`config.mk`:
```
export PLATFORM = sky130hd
export DESIGN_NAME = sft_sqrt_cell
export DESIGN_NICKNAME = d
export VERILOG_FILES = /design/src/rtl/sft_pkg.sv /design/src/rtl/sft_sqrt_cell.sv
export SDC_FILE = /design/constraint.sdc
export NUM_CORES = 1
export LEC_CHECK = 0
export BUFFER_PORTS_ARGS = -buffer_cell sky130_fd_sc_hd__buf_2
export CORE_UTILIZATION = 55
export CTS_CLUSTER_DIAMETER = 50
export DETAILED_ROUTE_END_ITERATION = 8
export GPL_ROUTABILITY_DRIVEN = 0
export PLACE_DENSITY = 0.84
export REMOVE_ABC_BUFFERS = 1
export SLEW_MARGIN = 20
export SYNTH_ARGS = -nofsm -noshare
export SYNTH_HDL_FRONTEND = slang
export SYNTH_SLANG_ARGS = --single-unit
```
`constraint.sdc`:
```
create_clock -name clk -period 4.04 [get_ports clk]
set_input_delay 0.404 -clock clk [delete_from_list [all_inputs] [get_ports clk]]
set_output_delay 0.404 -clock clk [all_outputs]
set_load 0.05 [all_outputs]
```
`src/rtl/sft_pkg.sv`:
```
`timescale 1ns / 1ps

package sft_pkg;

  // Forward control carried from cell to cell alongside the payload.
  typedef struct packed {
    logic valid;
    logic tir;
  } sft_ctl_t;

  // Register indexes (byte address / register stride).
  localparam logic [1:0] REG_BASE_REFL = 2'd0;
  localparam logic [1:0] REG_RATIO_SQ  = 2'd1;
  localparam logic [1:0] REG_ORDER     = 2'd2;

  // index_order codes; any code other than outer/inner behaves as equal indices.
  localparam logic [1:0] ORDER_EQUAL = 2'd0;
  localparam logic [1:0] ORDER_OUTER = 2'd1;
  localparam logic [1:0] ORDER_INNER = 2'd2;
  localparam logic [1:0] ORDER_SPARE = 2'd3;

  // (1 - c)^5 is built as m followed by this many multiplies by m.
  localparam int POW_STEPS = 4;

endpackage

```
`src/rtl/sft_sqrt_cell.sv`:
```
`timescale 1ns / 1ps

// One result bit of the digit-by-digit square root.
// rem holds v - q^2; bit BIT_POS is set when (q + 2^k)^2 still fits.
module sft_sqrt_cell
  import sft_pkg::*;
#(
  parameter int FRAC_BITS = 16,
  parameter int BIT_POS   = 0
) (
  input  logic                     clk,
  input  logic                     rst_n,
  input  sft_ctl_t                 up_ctl,
  input  logic [FRAC_BITS:0]       up_q,
  input  logic [2*FRAC_BITS:0]     up_rem,
  output logic                     up_ready,
  output sft_ctl_t                 dn_ctl,
  output logic [FRAC_BITS:0]       dn_q,
  output logic [2*FRAC_BITS:0]     dn_rem,
  input  logic                     dn_ready
);

  localparam int QW = FRAC_BITS + 1;
  localparam int RW = 2 * FRAC_BITS + 1;
  localparam int TW = 2 * FRAC_BITS + 3;

  logic          valid_r;
  logic          tir_r;
  logic [QW-1:0] q_r, q_nxt;
  logic [RW-1:0] rem_r, rem_nxt;
  logic [TW-1:0] trial;
  logic          take;

  always_comb begin
    trial   = (TW'(up_q) << (BIT_POS + 1)) + (TW'(1) << (2 * BIT_POS));
    take    = TW'(up_rem) >= trial;
    q_nxt   = take ? (up_q + (QW'(1) << BIT_POS)) : up_q;
    rem_nxt = take ? RW'(TW'(up_rem) - trial) : up_rem;
  end

  assign up_ready = !valid_r || dn_ready;

  always_ff @(posedge clk) begin
    if (!rst_n) begin
      valid_r <= 1'b0;
    end else if (up_ready) begin
      valid_r <= up_ctl.valid;
    end
  end

  always_ff @(posedge clk) begin
    if (up_ready) begin
      tir_r <= up_ctl.tir;
      q_r   <= q_nxt;
      rem_r <= rem_nxt;
    end
  end

  assign dn_ctl.valid = valid_r;
  assign dn_ctl.tir   = tir_r;
  assign dn_q         = q_r;
  assign dn_rem       = rem_r;

endmodule

```
==> metrics.md <==
| Metric | Value |
|---|---|
| Multi-input logic area | 1950 um2 |
| Maximum VDD drop | 165 uV |
| Register area share after synthesis | 0.420 |
| Slew Viols, Final | 0 |
| Clk_lat worst skew | 0.31 ns |
| Fin Setup TNS | 0 ns |
| Core area | 6420 um2 |
| FF-to-FF End | dn_rem[16] |
| RSZ-0062 raised after global routing | no |
| Critical path type | primary input to flip-flop |
| I/O Buffers | 107 |
| Layout cells sized above 1 | 0.302 |
| # H-tree levels | 2 |
| I/O Pins | 108 |
| Crit path time final | 2.89 ns |
| Total GRT Usage | 0.261 |
| PD cells | 365 nW/um2 |
| Antenna fix cells | 0 |
| Failing checks | DRC |
| Clock Sinks | 52 |
| Longest Clk Path Bufs | 2 |
| Final setup violating endpoints | 0 |
| DRC errors left | 15 |
| Die Wd | 83.9 um |
| Cts hold-fix bufs | 0 |
| Internal | 962 uW |
| Synth area leader | edfxtp_1 |
| Post-CTS setup buffers | 0 |
| Top-area cell type share of the netlist area | 0.415 |
| FFs w/ async S/R, synth | 0 |
| Combinational power share | 0.373 |
| Total number of vias | 3199 |
| Worst Path Max Fanout | 14 |
| Slew headroom | 0.410 |
| Drt pass-1 iters | 7 |
| Depth of the worst hold-timing path | 1 |
| Fmax | 347 MHz |
| Worst r2r src | valid_r |
| Largest net degree at the start of global routing | 36 |
| Worst EP arrival | 2.95 ns |
| Status | complete, but fails checks |
| Top FF cell, synth | edfxtp_1 |
| Clock power share | 0.192 |
| Top cells by count, synth | 51 x edfxtp_1, 33 x xnor2_1, 26 x inv_1 |
| Most common cell in the netlist | edfxtp_1 |
| Initial drt markers | 283 |
| Area of the mapped netlist | 3690 um2 |
| Synth area leaders | edfxtp_1 41%, xnor2_1 7.8%, ha_1 6.4% |
| Clk root buf | clkbuf_8 |
| Starting Density | 0.575 |
| Num CTS Buffers | 5 |
| Post_cts resized | 0 |
| Switch share | 0.394 |
| Hold Vio Cnt, Final | 0 |
| Reg power frac | 0.435 |
| DRT antenna net count | 0 |
| Yosys warnings | 0 |
| Syn_area_per_cell | 10.4 um2 |
| CP Launch Type | primary input |
| Detailed-route wire length | 9040 um |
| Final hold slack | 0.260 ns |
| Crit. End Element | flip-flop |
| HP Class | primary input to flip-flop |
| Die height | 83.9 um |
| Clk slew on worst S/H paths | 0.10 ns |
| Hold Path End | tir_r |
| CTS tree | yes |
| Global route total overflow | 0 |
| Vias in the first global route | 3043 |
| First-pass GRT wire length | 14600 um |
| Post-Syn Instances | 354 |
| P_sw | 626 uW |
| Detail Placement HPWL | 6880 um |
| Initial antenna violation count | 0 |
| Worst-case clock skew | 0.00878 ns |
| Worst Max-Slew Pin Slew | 0.879 ns |
| HP Start | up_ctl[0] |
| Nets | 531 |
| FF-to-FF setup slack | 2.48 ns |
| Leak | 1.83 nW |
| Die area | 7040 um2 |
| #FFs+latches synth | 52 |
| Final period utilization | 0.714 |
| FP Rows | 29 |
| Max-Cap Viols | 0 |
| Synth unique cells | 53 |
| Total area of sequential cells | 1550 um2 |
| Number of flops mapped to enable cells by yosys | 51 |
| Vias per cell | 5.99 |
| Area grow syn2layout | 17.9% |
| Routed wire per std cell | 16.9 um |
| R2r worst-path depth | 2 |
| Fill cells | 512 |
| CP Data Required Time | 4.11 ns |
-- area by class of cell --
| type | instances | share of cell area |
|---|---|---|
| repair buffers | 111 | 0.130 |
| multi-input cells | 260 | 0.449 |
| inverters | 26 | 0.0224 |
| well taps | 77 | 0.0221 |
| clock inverters | 2 | 0.00374 |
| clock buffers | 6 | 0.0167 |
| flip-flops and latches | 52 | 0.357 |
-- sequential cells by signal, indices dropped and copies added, names as in the netlist --
name and flops:
dn_q 17, valid_r 1, tir_r 1, dn_rem 33
-- placed cells by master (no fill, tap or decap), types with 2 or more instances in the layout --
cell and n:
buf_2 107, edfxtp_1 51, xnor2_1 33, inv_1 26
a21oi_1 21, nor2_1 20, nand2_1 19, ha_1 19
o21ai_0 13, xor2_1 13, nand3_1 12, mux2_1 11
a211oi_1 9, o211ai_1 9, o211ai_2 8, or3_1 6
o21ai_1 6, a21o_1 6, nor3_1 5, o2111ai_1 5
clkbuf_8 5, and3_1 4, buf_4 4, o21a_1 3
nand2b_1 3, o21bai_1 3, nor4_1 2, and4_1 2
nand4_1 2, a31oi_1 2, o21ai_2 2, and2_1 2
-- power by group through the flow --
stage	Combinational, mW	Clock (mW)	Sequential (mW)
after global placement	0.575	0	0.702
after detailed placement	0.585	0	0.703
final	0.592	0.306	0.691
after floorplan	0.197	0	0.944
after CTS	0.588	0.303	0.691
after global routing	0.627	0.324	0.698
-- per-stage QoR --
stage	instance area (um2)	power [mW]	setup WS, ns	utilization	instances
4_1_cts	4350	1.58	1.16	0.678	534
3_5_place_dp	4260	1.29	0.881	0.664	526
3_3_place_gp	4260	1.28	0.963	0.664	526
5_1_grt	4350	1.65	0.940	0.678	534
6_report	4350	1.59	1.15	0.678	534
2_1_floorplan	3590	1.14	0.558	-	338
-- how the worst max path moves through the flow --
stage,start,to,slack (ns),cells past startpoint
floorplan,up_q[2],dn_q[1],0.56,8
global route,up_q[0],dn_rem[8],0.94,10
finish,up_q[0],dn_rem[8],1.15,10
global placement,up_q[0],dn_q[1],0.96,10
detailed placement,up_q[0],dn_rem[8],0.88,10
CTS,up_q[0],dn_rem[8],1.16,10
-- cell families after synthesis --
group | synth area share
simple gates | 0.114
compound gates | 0.195
buf+inv | 0.0525
fa+ha+maj | 0.0698
mux | 0.0393
xor+xnor | 0.109
flops | 0.420
-- routing by layer --
metal,global-route usage,vias up,routed length [um]
met5,0,-,0
met4,0.0956,0,243
met3,0.0455,27,623
met2,0.439,160,4410
met1,0.336,1495,3770
li1,-,1517,-
-- critical path, stage by stage --
cell and delay [ns]:
buf_2 0.13, inv_1 0.07, ha_1 0.33, a211oi_1 0.34, o21ai_0 0.26, a211oi_2 0.36
o21ai_2 0.12, nor2_2 0.29, buf_4 0.30, mux2_1 0.35
(Power assumes the default switching activity.)
