$ cat config.mk
export PLATFORM = sky130hd
export DESIGN_NAME = sft_pow_cell
export DESIGN_NICKNAME = d
export VERILOG_FILES = /design/src/rtl/sft_pkg.sv /design/src/rtl/sft_pow_cell.sv
export SDC_FILE = /design/constraint.sdc
export NUM_CORES = 1
export LEC_CHECK = 0
export ABC_AREA = 1
export BUFFER_PORTS_ARGS = -buffer_cell sky130_fd_sc_hd__buf_2
export CORE_MARGIN = 2
export CORE_UTILIZATION = 58
export DETAILED_ROUTE_END_ITERATION = 8
export GPL_ROUTABILITY_DRIVEN = 0
export PLACE_DENSITY = 0.81
export SETUP_SLACK_MARGIN = 0.2
export SLEW_MARGIN = 15
export SYNTH_ARGS = -nofsm -noshare
export SYNTH_HDL_FRONTEND = slang
export SYNTH_SLANG_ARGS = --single-unit
$ cat constraint.sdc
create_clock -name clk -period 5.3 [get_ports clk]
set_input_delay 0.53 -clock clk [delete_from_list [all_inputs] [get_ports clk]]
set_output_delay 0.53 -clock clk [all_outputs]
set_load 0.02 [all_outputs]
$ cat src/rtl/sft_pkg.sv
`timescale 1ns / 1ps

package sft_pkg;

  // Forward control carried from cell to cell alongside the payload.
  typedef struct packed {
    logic valid;
    logic tir;
  } sft_ctl_t;

  // Register indexes (byte address / register stride).
  localparam logic [1:0] REG_BASE_REFL = 2'd0;
  localparam logic [1:0] REG_RATIO_SQ  = 2'd1;
  localparam logic [1:0] REG_ORDER     = 2'd2;

  // index_order codes; any code other than outer/inner behaves as equal indices.
  localparam logic [1:0] ORDER_EQUAL = 2'd0;
  localparam logic [1:0] ORDER_OUTER = 2'd1;
  localparam logic [1:0] ORDER_INNER = 2'd2;
  localparam logic [1:0] ORDER_SPARE = 2'd3;

  // (1 - c)^5 is built as m followed by this many multiplies by m.
  localparam int POW_STEPS = 4;

endpackage

$ cat src/rtl/sft_pow_cell.sv
`timescale 1ns / 1ps

// One step of the power chain: p <- (p * m) >> FRAC_BITS, m passed along.
module sft_pow_cell
  import sft_pkg::*;
#(
  parameter int FRAC_BITS = 16
) (
  input  logic               clk,
  input  logic               rst_n,
  input  sft_ctl_t           up_ctl,
  input  logic [FRAC_BITS:0] up_p,
  input  logic [FRAC_BITS:0] up_m,
  output logic               up_ready,
  output sft_ctl_t           dn_ctl,
  output logic [FRAC_BITS:0] dn_p,
  output logic [FRAC_BITS:0] dn_m,
  input  logic               dn_ready
);

  localparam int QW = FRAC_BITS + 1;
  localparam int PW = 2 * QW;

  logic          valid_r;
  logic          tir_r;
  logic [QW-1:0] p_r, p_nxt;
  logic [QW-1:0] m_r;
  logic [PW-1:0] prod;

  always_comb begin
    prod  = PW'(up_p) * PW'(up_m);
    p_nxt = prod[2*FRAC_BITS:FRAC_BITS];
  end

  assign up_ready = !valid_r || dn_ready;

  always_ff @(posedge clk) begin
    if (!rst_n) begin
      valid_r <= 1'b0;
    end else if (up_ready) begin
      valid_r <= up_ctl.valid;
    end
  end

  always_ff @(posedge clk) begin
    if (up_ready) begin
      tir_r <= up_ctl.tir;
      p_r   <= p_nxt;
      m_r   <= up_m;
    end
  end

  assign dn_ctl.valid = valid_r;
  assign dn_ctl.tir   = tir_r;
  assign dn_p         = p_r;
  assign dn_m         = m_r;

endmodule

==> results of run 1 <==
cell type report:
cell class                      count  share of cell area (%)
Multi-Input combinational cell    900                    64.7
Inverter                          449                    12.3
Timing Repair Buffer              193                    11.5
Sequential cell                    36                    7.81
Tap cell                          260                    2.37
Clock buffer                        6                   0.940
Clock inverter                      2                   0.256
Antenna cell                        3                  0.0548
cells in the final DEF, fill, tap and decap left out, types with 4 or more instances in the layout:
cell / netlist / routed
o21ai_0: 17 / 9
inv_2: 3 / 39
edfxtp_1: 35 / 35
a21oi_1: 29 / 8
clkbuf_16: 0 / 6
buf_12: 0 / 9
nor2_2: 6 / 14
nor3_4: 0 / 4
a21oi_2: 2 / 16
nand2_1: 424 / 383
nand3_2: 2 / 8
buf_4: 2 / 107
inv_1: 446 / 408
nand2_2: 9 / 30
fa_1: 221 / 209
nand2_4: 0 / 20
buf_2: 2 / 47
ha_4: 0 / 13
nand3_1: 24 / 18
o21ai_1: 3 / 7
nor2_4: 4 / 8
fa_2: 0 / 12
ha_1: 102 / 88
a21oi_4: 0 / 7
nor2_1: 30 / 18
buf_6: 0 / 27
state kept, by name, indices dropped and copies added, names as in the netlist:
register,count
valid_r,1
dn_m,17
dn_p,17
tir_r,1
cells by family (layout without fill, tap and decap cells):
| kind of cell | count (synthesis) | in the layout | synth area share [%] |
|---|---|---|---|
| other | 0 | 3 | 0 |
| buffers and inverters | 518 | 650 | 17.5 |
| DFF | 36 | 36 | 9.57 |
| adders and majority gates | 323 | 323 | 50.9 |
| AOI/OAI and AO/OA | 60 | 60 | 2.97 |
| and+or+nand+nor | 510 | 510 | 18.5 |
| xor gates and xnor gates | 7 | 7 | 0.615 |
stage by stage:
step                std cells  worst slack, ns
finish                   1849          0.00105
global route             1847           -0.100
detailed placement       1825           -0.373
floorplan                1454            0.148
CTS                      1836            0.148
global placement         1825           -0.318
worst paths after layout:
kind / start / to / cells past startpoint
max: up_m[7] / dn_p[4] / 21
min: up_ctl[0] / tir_r / 1
max reg2reg: valid_r / dn_m[8] / 2
min reg2reg: valid_r / dn_p[6] / 2
cell usage after synthesis, types with 6 or more instances:
| library cell | number | area [µm²] |
|---|---|---|
| nand3_1 | 24 | 120 |
| nor2_2 | 6 | 37.5 |
| nand2_2 | 9 | 56.3 |
| nor2_1 | 30 | 113 |
| ha_1 | 102 | 1280 |
| inv_1 | 446 | 1670 |
| fa_1 | 221 | 4420 |
| clkbuf_1 | 65 | 244 |
| nand2_1 | 424 | 1590 |
| edfxtp_1 | 35 | 1050 |
| o21ai_0 | 17 | 85.1 |
| a21oi_1 | 29 | 145 |
timing repair:
item	in CTS	in global routing
setup buffers	3	9
gates resized for setup	93	158
pin swaps	34	88
cloned	0	1
endpoints found under the setup margin	17	17
metal layers:
metal | vias to the layer above | wire length (µm)
li1 | 4364 | -
met4 | 0 | 1890
met1 | 4876 | 11900
met5 | - | 0
met3 | 200 | 3280
met2 | 703 | 16500
critical path: cells and delay by family:
family	cells	cell delay, ns
buffers and inverters	7	0.56
AND/OR/NAND/NOR	6	0.58
AO/OA/AOI/OAI	1	0.20
adder cells (fa/ha/maj)	7	3.47
==> summary.md, run 1 <==
| Metric | Value |
|---|---|
| Status | complete, no violations |
| Fill cell count | 1210 |
| R2r setup slk | 4.10 ns |
| Net Count, Synth | 1816 |
| Largest net degree at the start of global routing | 38 |
| CP Class | in -> reg |
| Startpoint Class | input port |
| Post-Syn Area | around 0.011 mm² |
| CTS tree | yes |
| Die area | 0.0204 mm² |
| Synthesized area per cell | 7.70 µm² |
| Hold buffers post-CTS | 0 |
| Clock buffer depth | 2 |
| # DRC | 0 |
| Synth Flop Type | edfxtp_1 |
| Cells after synthesis | between 1000 and 1500 |
| Post-synth EDFFs | 35 |
| Met2 usage | 54.1% |
| Via count | 10100 |
| Num ports | 76 |
| Number of CTS-inserted buffers | 5 |
| Detailed-router iteration count before antenna repair | 6 |
| Area growth syn-to-layout | 22.4% |
| Slowest-stage cell, CP | fa_2 |
| FFs w/ async S/R, synth | 0% |
| Final Critical Period | 5.30 ns |
| Overflow after GRT | 0 |
| Die height | ~140 µm |
| Worst-path clk slew | 0.06 ns |
| Fin Hold WS | 0.409 ns |
| Busiest metal layer after global routing | met2 |
| Yosys warns | 0 |
| Tightest Hold Check Type | in -> reg |
| DR vias/cell | between 5 and 6 |
| FP Rows | 50 |
| Final setup fails | 0 |
| DR iter-0 viols | 1045 |
| Initial antenna violation count | 2 |
| Final #Nets | 1947 |
| MaxCap Viol Count | 0 |
| IO Port Bufs | 75 |
| Worst path max stage delay | 0.63 ns |
| CP cell instances | buf_12, buf_12, nand2_4, inv_2, fa_1, inv_2, fa_1, fa_1, inv_2, fa_2, fa_2, fa_2, ha_4, nand2_4, inv_4, a21oi_4, nand2_2, inv_1, nand2_1, nand2_1, nand2_2 |
| Met3 usage | 5.60% |
| Layout Skew | a little over 0.01 ns |
| Core Util, Final | 72.8% |
| Clock Sinks | 36 |
| Crit Path Max Fanout | 7 |
| Cell area after layout | between 0.01 and 0.015 mm² |
| Sequential-to-total area share from yosys stat | under 10% |
| Htree depth | 2 |
| Footprint of the multi-input gates | just under 0.009 mm² |
| DR WL/cell | 18.2 µm |
| Proportion of layout cells with a drive suffix above 1 | 24.3% |
| Initial Util | 59.4% |
| Seq cells post-synth | 36 |
| Post-DP HPWL | 24.4 mm |
| Skew-Pair Late Insertion Delay | 0.30 ns |
| Final Cycle Share | 100% |
| Slew Limit Headroom | 64.5% |
| Worst setup EP type | flop |
| Area after DPL | roughly 0.013 mm² |
| Worst Tran Pin Value | 0.532 ns |
| GRT Total Usage | 31.0% |
| RSZ-0062 raised after global routing | yes |
| Post-route ant nets | 0 |
| Critical Path RT | 5.34 ns |
| Storage element area | 0.00107 mm² |
| Max Clock Freq | 189 MHz |
| WP data arrival | 5.34 ns |
| Setup total negative slack | 0 ns |
| Final max-slew violation count | 0 |
| First-pass GRT wire length | 49.4 mm |
| Die Width | between 100 and 150 µm |
| Vias in the first global route | roughly 10000 |
| Core area | 0.0188 mm² |
| Routing usage on met1 | approximately two fifths |
| Library cells used by synthesis | 33 |
| Root Driver | clkbuf_16 |
| Routed WL | roughly 34 mm |
| Final hold violation count | 0 |
Power of run 1 is not shown: default switching activity piles up to over one toggle a cycle in this logic, so the estimate is an artifact.
==> run 2: changes to the inputs <==
SETUP_SLACK_MARGIN = 0.1   (was 0.2)
==> summary.md, run 2 (synthesis results as in run 1) <==
| Metric | Value |
|---|---|
| Status | complete, but fails checks (was complete, no violations) |
| Failing checks | setup timing |
| Setup ws final | -0.00101 ns (was 0.00105 ns) |
| CP Class | in -> reg (unchanged) |
| Root Driver | clkbuf_16 (unchanged) |
| # DRC | 0 (unchanged) |
| IO Port Bufs | 75 (unchanged) |
| Cell area after layout | 0.0131 mm² (was 0.0137 mm²) |
| Routed wl met3 | 2.46 mm (was 3.28 mm) |
| First-pass GRT wire length | 47.2 mm (was 49.4 mm) |
| Worst-path clk slew | 0.08 ns (was 0.06 ns) |
| Final Cycle Share | 100% (about the same) |
| Die Width | 143 µm (unchanged) |
| DR vias/cell | 5.26 (was 5.49) |
| Core area | 0.0188 mm² (unchanged) |
| Initial antenna violation count | 0 (was 2) |
| Final #Nets | 1920 (was 1947) |
| Detailed-router iteration count before antenna repair | 5 (was 6) |
| Clock buffer depth | 2 (unchanged) |
| RSZ-0062 raised after global routing | yes (unchanged) |
| DR WL/cell | 16.6 µm (was 18.2 µm) |
| FP Rows | 50 (unchanged) |
| Tightest Hold Check Type | in -> reg (unchanged) |
| Critical Path RT | 5.37 ns (was 5.34 ns) |
| M1 WL | 11.6 mm (was 11.9 mm) |
| Final Critical Period | 5.30 ns (about the same) |
| Commonest non-fill, non-tap cell in the layout | inv_1 (unchanged) |
| Layout Skew | 0.0168 ns (was 0.0101 ns) |
| Clock Sinks | 36 (unchanged) |
| Largest net degree at the start of global routing | 38 (unchanged) |
| Post-route ant nets | 0 (unchanged) |
| Vias in the first global route | 10100 (was 10500) |
| Initial Util | 59.4% (unchanged) |
| Worst Tran Pin Value | 1.01 ns (was 0.532 ns) |
| Die height | 143 µm (unchanged) |
| Final hold violation count | 0 (unchanged) |
| N_diodes | 0 (was 3) |
| Number of CTS-inserted buffers | 5 (unchanged) |
| CTS tree | yes (unchanged) |
| Area growth syn-to-layout | 17.3% (was 22.4%) |
| Final setup fails | 1 (was 0) |
| Num ports | 76 (unchanged) |
| Via count | 9571 (was 10100) |
| Skew-Pair Late Insertion Delay | 0.31 ns (was 0.30 ns) |
| Post-DP HPWL | 23.7 mm (was 24.4 mm) |
| GRT Total Usage | 29.5% (was 31.0%) |
| MaxCap Viol Count | 0 (unchanged) |
| Final max-slew violation count | 0 (unchanged) |
| Die area | 0.0204 mm² (unchanged) |
| Fill cell count | 1351 (was 1210) |
| Area after DPL | 0.0123 mm² (was 0.0126 mm²) |
| Max Clock Freq | 189 MHz (about the same) |
| Met2 WL | 15.1 mm (was 16.5 mm) |
| Slew Limit Headroom | 32.4% (was 64.5%) |
| Fin Hold WS | 0.406 ns (was 0.409 ns) |
| Routed WL | 30.2 mm (was 33.6 mm) |
| Most frequent cells in the layout | 439 x inv_1, 404 x nand2_1, 212 x fa_1 (was 408 x inv_1, 383 x nand2_1, 209 x fa_1) |
| Proportion of layout cells with a drive suffix above 1 | 18.1% (was 24.3%) |
| Core Util, Final | 69.7% (was 72.8%) |
| Uppermost layer routed | met4 (unchanged) |
| Startpoint Class | input port (unchanged) |
| Worst setup EP type | flop (unchanged) |
| Htree depth | 2 (unchanged) |
| DR iter-0 viols | 720 (was 1045) |
| Crit Path Max Fanout | 9 (was 7) |
| Hold buffers post-CTS | 0 (unchanged) |
| Overflow after GRT | 0 (unchanged) |
| WP data arrival | 5.37 ns (was 5.34 ns) |
==> run 2: changes by cell type in the layout (fill, tap and decap cells not counted), moves of 10 or more <==
cell,previous run,this run
buf_6,27,14
inv_1,408,439
nand2_4,20,10
inv_2,39,9
nand2_2,30,19
nand2_1,383,404
buf_4,107,92
==> run 2: repair_timing <==
item	4_1_cts	5_1_grt
hold endpoints to repair	0	0
pin swaps	1	54
endpoints found under the setup margin	15	17
gates resized for setup	17	156
setup buffers	0	8
==> run 2: critical path, cell delays in order <==
cell and delay [ns]:
buf_4 0.16, nand2_1 0.07, inv_1 0.05, fa_1 0.52, inv_1 0.05, fa_1 0.50, fa_1 0.53, inv_1 0.06
fa_2 0.58, fa_1 0.45, fa_1 0.57, ha_4 0.23, nand2_1 0.09, nand2_2 0.11, a21oi_4 0.20, buf_4 0.16
o21ai_4 0.07, a21oi_2 0.17, nand2_1 0.09, nand2_1 0.08, nand2_1 0.07
==> run 2: worst paths after layout <==
kind,from,end,slack (ns),cells after the start
hold / removal,up_ctl[0],tir_r,0.41,1
setup / recovery,up_p[12],dn_p[16],-0.001,21
hold reg to reg,valid_r,dn_p[6],1.26,1
setup reg to reg,valid_r,dn_m[6],3.86,1
==> run 2: area by class of cell <==
| cell class | instances | area [µm²] | share of cell area, % |
|---|---|---|---|
| Multi-Input combinational cell | 900 | 8650 | 65.9 |
| Sequential cell | 36 | 1070 | 8.16 |
| Tap cell | 260 | 325 | 2.48 |
| Timing Repair Buffer | 166 | 1260 | 9.63 |
| Inverter | 449 | 1690 | 12.9 |
| Clock inverter | 2 | 7.51 | 0.0572 |
| Clock buffer | 5 | 125 | 0.953 |
==> run 2: layer usage <==
layer | global-route usage, % | vias to the layer above
li1 | - | 4311
met1 | 39.5 | 4726
met2 | 50.2 | 451
met3 | 4.69 | 83
met4 | 8.34 | 0
met5 | 0 | -
==> run 2: stage by stage <==
stage               std cells   TNS, ns  setup slack, ns
detailed placement       1803     -3.74           -0.291
CTS                      1810         0           0.0958
global route             1818    -0.285           -0.161
floorplan                1454         0           0.0919
global placement         1803     -2.87           -0.248
finish                   1818  -0.00101         -0.00101
Power of run 2 is left out for the same reason.
